### config.mk
export PLATFORM = sky130hd
export DESIGN_NAME = display_rect_fill_sequencer
export DESIGN_NICKNAME = d
export VERILOG_FILES = /design/src/design/drfs_pkg.sv /design/src/design/drfs_core.sv /design/src/design/display_rect_fill_sequencer.sv
export SDC_FILE = /design/constraint.sdc
export NUM_CORES = 1
export LEC_CHECK = 0
export BUFFER_PORTS_ARGS = -buffer_cell sky130_fd_sc_hd__buf_4
export CAP_MARGIN = 20
export CORE_MARGIN = 1
export CORE_UTILIZATION = 25
export CTS_CLUSTER_SIZE = 30
export DETAILED_ROUTE_END_ITERATION = 16
export GPL_TIMING_DRIVEN = 0
export PLACE_DENSITY = 0.39
export SLEW_MARGIN = 20
export SYNTH_ARGS = -nofsm -noshare
export SYNTH_HDL_FRONTEND = slang
export SYNTH_HIERARCHICAL = 1
export SYNTH_SLANG_ARGS = --single-unit
### constraint.sdc
create_clock -name i_clk -period 4.9 [get_ports i_clk]
set_input_delay 0.735 -clock i_clk [delete_from_list [all_inputs] [get_ports i_clk]]
set_output_delay 0.735 -clock i_clk [all_outputs]
set_load 0.02 [all_outputs]
### src/design/drfs_pkg.sv
`timescale 1ns / 1ps
`default_nettype none
// ----------------------------------------------------------------------------
// drfs_pkg: shared types and constants of the rectangle fill sequencer
// Command codes, sequence step codes and the result word bundle.
// ----------------------------------------------------------------------------
package drfs_pkg;

    localparam logic [7:0] CMD_COLUMN   = 8'h2A;
    localparam logic [7:0] CMD_PAGE     = 8'h2B;
    localparam logic [7:0] CMD_MEMWRITE = 8'h2C;

    localparam int STEP_BITS = 4;
    typedef logic [STEP_BITS-1:0] t_step;

    // sequence positions
    localparam t_step STEP_COL_CMD  = 4'd0;
    localparam t_step STEP_Y_FIRST  = 4'd1;
    localparam t_step STEP_Y_LAST   = 4'd4;
    localparam t_step STEP_PAGE_CMD = 4'd5;
    localparam t_step STEP_X_FIRST  = 4'd6;
    localparam t_step STEP_X_LAST   = 4'd9;
    localparam t_step STEP_PIXEL    = 4'd11;

    // address word order within a group of four
    localparam logic [1:0] AW_START_HI = 2'd0;
    localparam logic [1:0] AW_START_LO = 2'd1;
    localparam logic [1:0] AW_END_HI   = 2'd2;
    localparam logic [1:0] AW_END_LO   = 2'd3;

    localparam logic ACT_START   = 1'b0;

    typedef struct packed {
        logic        word_valid;
        logic        is_data;
        logic [15:0] bus_word;
        logic        last_word;
    } t_word;

endpackage : drfs_pkg
`default_nettype wire

### src/design/drfs_core.sv
`timescale 1ns / 1ps
`default_nettype none
// ----------------------------------------------------------------------------
// drfs_core: sequence state and bus word generation
// Holds the latched rectangle and position; builds one word per item.
// ----------------------------------------------------------------------------
module drfs_core
    import drfs_pkg::*;
#(
    parameter int COORD_BITS = 9
) (
    input  wire logic                  i_clk,
    input  wire logic                  i_rst_n,
    input  wire logic                  i_accept,
    input  wire logic                  i_action,
    input  wire logic [COORD_BITS-1:0] i_start_x,
    input  wire logic [COORD_BITS-1:0] i_start_y,
    input  wire logic [COORD_BITS-1:0] i_width,
    input  wire logic [COORD_BITS-1:0] i_height,
    input  wire logic [15:0]           i_colour,
    output t_word                      o_word
);

    logic                  r_busy, n_busy;
    t_step                 r_step, n_step;
    logic [COORD_BITS-1:0] r_x, n_x, r_y, n_y, r_w, n_w, r_h, n_h;
    logic [COORD_BITS-1:0] r_row, n_row, r_col, n_col;
    logic [15:0]           r_colour, n_colour;

    logic [COORD_BITS-1:0] a_start, a_span;
    logic [15:0]           a_sum;
    logic [15:0]           a_begin, a_end, a_word;
    logic [1:0]            a_sel;
    logic                  is_y_grp;

    // address data words of the current group; the end address wraps at 16 bits
    always_comb begin
        is_y_grp = (r_step <= STEP_Y_LAST);
        a_start  = is_y_grp ? r_y : r_x;
        a_span   = is_y_grp ? r_h : r_w;
        a_sel    = is_y_grp ? 2'(r_step - STEP_Y_FIRST) : 2'(r_step - STEP_X_FIRST);
        a_sum    = 16'(a_start) + 16'(a_span);
        a_begin  = 16'(a_start);
        a_end    = a_sum;
        unique case (a_sel)
            AW_START_HI: a_word = {8'h00, a_begin[15:8]};
            AW_START_LO: a_word = a_begin;
            AW_END_HI:   a_word = {8'h00, a_end[15:8]};
            AW_END_LO:   a_word = a_end;
            default:     a_word = a_end;
        endcase
    end

    always_comb begin
        n_busy   = r_busy;
        n_step   = r_step;
        n_x      = r_x;
        n_y      = r_y;
        n_w      = r_w;
        n_h      = r_h;
        n_row    = r_row;
        n_col    = r_col;
        n_colour = r_colour;
        o_word   = '0;
        if (i_action == ACT_START) begin
            n_x      = i_start_x;
            n_y      = i_start_y;
            n_w      = i_width;
            n_h      = i_height;
            n_colour = i_colour;
            n_row    = '0;
            n_col    = '0;
            n_busy   = 1'b1;
            n_step   = STEP_Y_FIRST;
            o_word   = '{word_valid: 1'b1, is_data: 1'b0,
                         bus_word: {8'h00, CMD_COLUMN}, last_word: 1'b0};
        end else if (r_busy) begin
            o_word.word_valid = 1'b1;
            if (r_step < STEP_PIXEL) begin
                n_step = r_step + 4'd1;
                priority if (r_step == STEP_COL_CMD) begin
                    o_word.bus_word = {8'h00, CMD_COLUMN};
                end else if (r_step == STEP_PAGE_CMD) begin
                    o_word.bus_word = {8'h00, CMD_PAGE};
                end else if (r_step > STEP_X_LAST) begin
                    o_word.bus_word = {8'h00, CMD_MEMWRITE};
                end else begin
                    o_word.is_data  = 1'b1;
                    o_word.bus_word = a_word;
                end
            end else begin
                o_word.is_data  = 1'b1;
                o_word.bus_word = r_colour;
                if (r_col == r_w && r_row == r_h) begin
                    o_word.last_word = 1'b1;
                    n_busy = 1'b0;
                    n_step = STEP_COL_CMD;
                    n_row  = '0;
                    n_col  = '0;
                end else if (r_col == r_w) begin
                    n_col = '0;
                    n_row = r_row + 1'b1;
                end else begin
                    n_col = r_col + 1'b1;
                end
            end
        end
    end

    always_ff @(posedge i_clk) begin
        if (!i_rst_n) begin
            r_busy   <= 1'b0;
            r_step   <= STEP_COL_CMD;
            r_x      <= '0;
            r_y      <= '0;
            r_w      <= '0;
            r_h      <= '0;
            r_row    <= '0;
            r_col    <= '0;
            r_colour <= '0;
        end else if (i_accept) begin
            r_busy   <= n_busy;
            r_step   <= n_step;
            r_x      <= n_x;
            r_y      <= n_y;
            r_w      <= n_w;
            r_h      <= n_h;
            r_row    <= n_row;
            r_col    <= n_col;
            r_colour <= n_colour;
        end
    end

endmodule : drfs_core
`default_nettype wire

### src/design/display_rect_fill_sequencer.sv
`timescale 1ns / 1ps
`default_nettype none
// ----------------------------------------------------------------------------
// display_rect_fill_sequencer: bus word sequencer for a rectangle fill
// Emits address commands, memory write and RGB565 pixel words of a fill.
// ----------------------------------------------------------------------------
// One item in, one result item out, one item per cycle sustained while the
// output is not stalled. A start item (action 0) latches the rectangle
// and colour and yields the column address command; each advance item
// (action 1) yields the next word: four column address data words, page
// address command, four page address data words, memory write command,
// then (height+1)*(width+1) pixel words, the final one flagged by last_word.
// An advance while idle yields a result with all fields zero. The result
// is registered at acceptance in a single output register; a new item is
// taken whenever that register is empty or being drained in the same cycle.
// ----------------------------------------------------------------------------
module display_rect_fill_sequencer
    import drfs_pkg::*;
#(
    parameter int COORD_BITS = 9
) (
    input  wire logic                  i_clk,
    input  wire logic                  i_rst_n,
    input  wire logic                  i_valid,
    output logic                       o_stall,
    input  wire logic                  i_action,
    input  wire logic [COORD_BITS-1:0] i_start_x,
    input  wire logic [COORD_BITS-1:0] i_start_y,
    input  wire logic [COORD_BITS-1:0] i_width,
    input  wire logic [COORD_BITS-1:0] i_height,
    input  wire logic [4:0]            i_red,
    input  wire logic [5:0]            i_green,
    input  wire logic [4:0]            i_blue,
    output logic                       o_valid,
    input  wire logic                  i_stall,
    output logic                       o_word_valid,
    output logic                       o_is_data,
    output logic [15:0]                o_bus_word,
    output logic                       o_last_word
);

    logic  accept;
    t_word step_word;
    logic  r_out_valid;
    t_word r_out;

    assign o_stall = r_out_valid & i_stall;
    assign accept  = i_valid & ~o_stall;

    drfs_core #(
        .COORD_BITS (COORD_BITS)
    ) u_core (
        .i_clk     (i_clk),
        .i_rst_n   (i_rst_n),
        .i_accept  (accept),
        .i_action  (i_action),
        .i_start_x (i_start_x),
        .i_start_y (i_start_y),
        .i_width   (i_width),
        .i_height  (i_height),
        .i_colour  ({i_red, i_green, i_blue}),
        .o_word    (step_word)
    );

    always_ff @(posedge i_clk) begin
        if (!i_rst_n) begin
            r_out_valid <= 1'b0;
        end else if (accept) begin
            r_out_valid <= 1'b1;
        end else if (!i_stall) begin
            r_out_valid <= 1'b0;
        end
    end

    // hold the result while stalled
    always_ff @(posedge i_clk) begin
        if (accept) begin
            r_out <= step_word;
        end
    end

    assign o_valid      = r_out_valid;
    assign o_word_valid = r_out.word_valid;
    assign o_is_data    = r_out.is_data;
    assign o_bus_word   = r_out.bus_word;
    assign o_last_word  = r_out.last_word;

endmodule : display_rect_fill_sequencer
`default_nettype wire
==> metrics.cfg <==
[run_status]
run_status = finished clean

[drt]
vias_per_cell = 4.57
firstDrtPassIters = 4
wl_per_cell_um = 16.1
routed_wl_um = 15300
drt_iter0_drc = 249
ant_nets = 0
num_vias = 4335
drc = 0

[floorplan]
die_y_um = 144
initial_core_util = 0.256
core_um2 = 19500
die-area_um2 = 20600
io-pin-count = 78
die_w_um = 144
rows = 51

[clock_tree]
cts_resized = 0
htree_levels = 3
cts_made_buffers = 9
ctsRootBufferMaster = clkbuf_16
cts.sinks = 95
cts_setup_buffers = 0
path_clk_slew_ps = 70
insertion_delay_ps = 350
clockBufferDepth = 2
ctsHoldBuffers = 0
cts_tree = done

[timing]
period_share = 0.904
whs_ps = 453
setup_ws_ps = 471
timing.fmax_ghz = 0.226
drv_slew = 0
fin_skew_ps = 9.68
setup_tns_ps = 0
period_minus_slack_ps = 4430
worst_slew_pin_slew_ps = 808
slew_headroom = 0.455
finalSetupViolCount = 0
hold_violations = 0
rsz0062_at_grt = false

[layout]
seq_area_um2 = 2090
post_route_cells_drive_above_1_share = 0.189
nFillCells = 2159
final_util = 0.318
final_nets = 751
antenna_cells = 0
multi_input_area_um2 = 2720
area_delta_synth_final_pct = 24.1

[logic_synthesis]
synth_warnings = 6
synth.avg_cell_area_um2 = 8.48
netlist.area_leader.share = 0.304
ys_seq_area_frac = 0.418
yosysTopAreaCell = dfxtp_1
synth_edf_count = 19
ys.flop_type = dfxtp_1
syn_inst = 590
syn_nets = 663
synth_common_cells = 134 x nand2_1, 76 x dfxtp_1, 73 x a21oi_1
synth_area_leaders = dfxtp_1 30%, edfxtp_1 11%, nand2_1 10%
async_reset_ff_frac = 0
ys_ff_latch = 95
yosysMostFrequentCell = nand2_1
synth_area_um2 = 5010
ys_types = 68

[critical_path]
reg2reg_from = u_core/r_step[0]
start_kind = flip-flop
required_ps = 5000
end_kind = flip-flop
critPathKind = reg2reg
worstRegToRegCells = 16
critical_path_arrival_ps = 4530
r2r-end = o_bus_word[0]
rrSetupSlack_ps = 470
cp_max_fo = 10

[worst_hold_path]
holdPathStages = 2
min_from = u_core/r_colour[10]
hold_class = reg2reg
hold_end = u_core/r_colour[10]

[global_routing]
grt_overflow = 0
antenna_found_initial = 0
grt_pass1_vias = 4280
grt_max_degree = 25
grt.total_usage = 0.154
grt_pass1_wl_um = 23600

[job]
maxCapViolCount = 0

[power_and_ir_drop]
power.density_nw_per_um2 = 296
leakage_nw = 2.56
peakVddDrop_mv = 0.152

[placed_design]
hpwl_um = 11800
portBuffers = 77
place_ws_ps = 517
gp_congestion = 0.811

metrics by stage:
stage | instances | power (mW) | cell area [um2]
3_5_place_dp | 932 | 1.16 | 5920
2_1_floorplan | 590 | 1.04 | 5010
5_1_grt | 948 | 1.93 | 6210
4_1_cts | 948 | 1.87 | 6210
6_report | 948 | 1.84 | 6210
3_3_place_gp | 932 | 1.15 | 5920
how the worst max path moves through the flow:
stage	start	end	slack (ps)	cells past startpoint
floorplan	u_core/r_step[0]	o_bus_word[0]	1150	16
global placement	u_core/r_step[0]	o_bus_word[0]	470	16
detailed placement	u_core/r_step[0]	o_bus_word[0]	520	16
finish	u_core/r_step[0]	o_bus_word[0]	470	16
CTS	u_core/r_step[0]	o_bus_word[0]	460	16
global route	u_core/r_step[0]	o_bus_word[0]	200	16
worst max-delay path, cell delays in order (launching register included):
cell,delay (ps)
dfxtp_1,360
buf_2,210
inv_1,150
ha_1,270
nand2b_1,220
nand2_1,230
buf_1,500
mux2_2,410
ha_1,220
inv_1,80
fa_1,200
nor2b_1,80
o2111a_1,260
or4b_1,560
a31o_2,250
nand4b_1,110
a21oi_1,90
per-layer routing:
layer,wire [um],global-route usage,part of all wire,vias up
met3,550,0.0207,0.036,11
met2,6860,0.242,0.45,77
met5,0,0,0,-
li1,-,-,-,2216
met4,212,0.0566,0.014,0
met1,7660,0.215,0.50,2031
cells by family (layout without fill, tap and decap cells):
family                   after synthesis  count (layout)  synth area share
flip-flops                            95              95             0.418
XOR/XNOR                              36              36            0.0630
multiplexers                          22              22            0.0462
buffers and inverters                 46             139            0.0397
adder cells (fa/ha/maj)               16              16            0.0415
AND/OR/NAND/NOR                      245             245             0.227
AO/OA/AOI/OAI                        130             130             0.164
flip-flops by register name (all words and copies together), names as in the netlist:
name             count
o_bus_word          16
o_is_data            1
o_last_word          1
o_valid              1
o_word_valid         1
u_core/r_busy        1
u_core/r_col         9
u_core/r_colour     16
u_core/r_h           9
u_core/r_row         9
u_core/r_step        4
u_core/r_w           9
u_core/r_x           9
u_core/r_y           9
area by class of cell:
class                   instances  area share
multi-input cells             449       0.438
inverters                      18      0.0109
well taps                     265      0.0534
flip-flops and latches         95       0.337
clock inverters                 6     0.00967
repair buffers                 77      0.0931
plain buffers                  28      0.0211
clock buffers                  10      0.0369
where the power goes:
part | switching, mW | leakage (nW) | internal [mW]
registers | 0.0242 | 0.809 | 0.828
clock network | 0.312 | 0.140 | 0.394
logic | 0.163 | 1.61 | 0.119
cell usage in the layout (no fill, tap or decap), drive strengths merged, types with 3 or more instances in the layout:
master,instances
nand2b,3
nand4,8
edfxtp,19
nor3,10
o21ai,17
buf,90
o21a,6
xor2,27
o221ai,3
xnor2,9
clkinv,3
mux2,9
nor2,40
o211ai,3
nor4,5
or3,3
inv,19
clkbuf,25
o22ai,5
dfxtp,76
and2,12
nand3,12
a21oi,73
ha,15
mux2i,13
nor2b,5
nand2,135
Power figures use the tool's default switching activity.
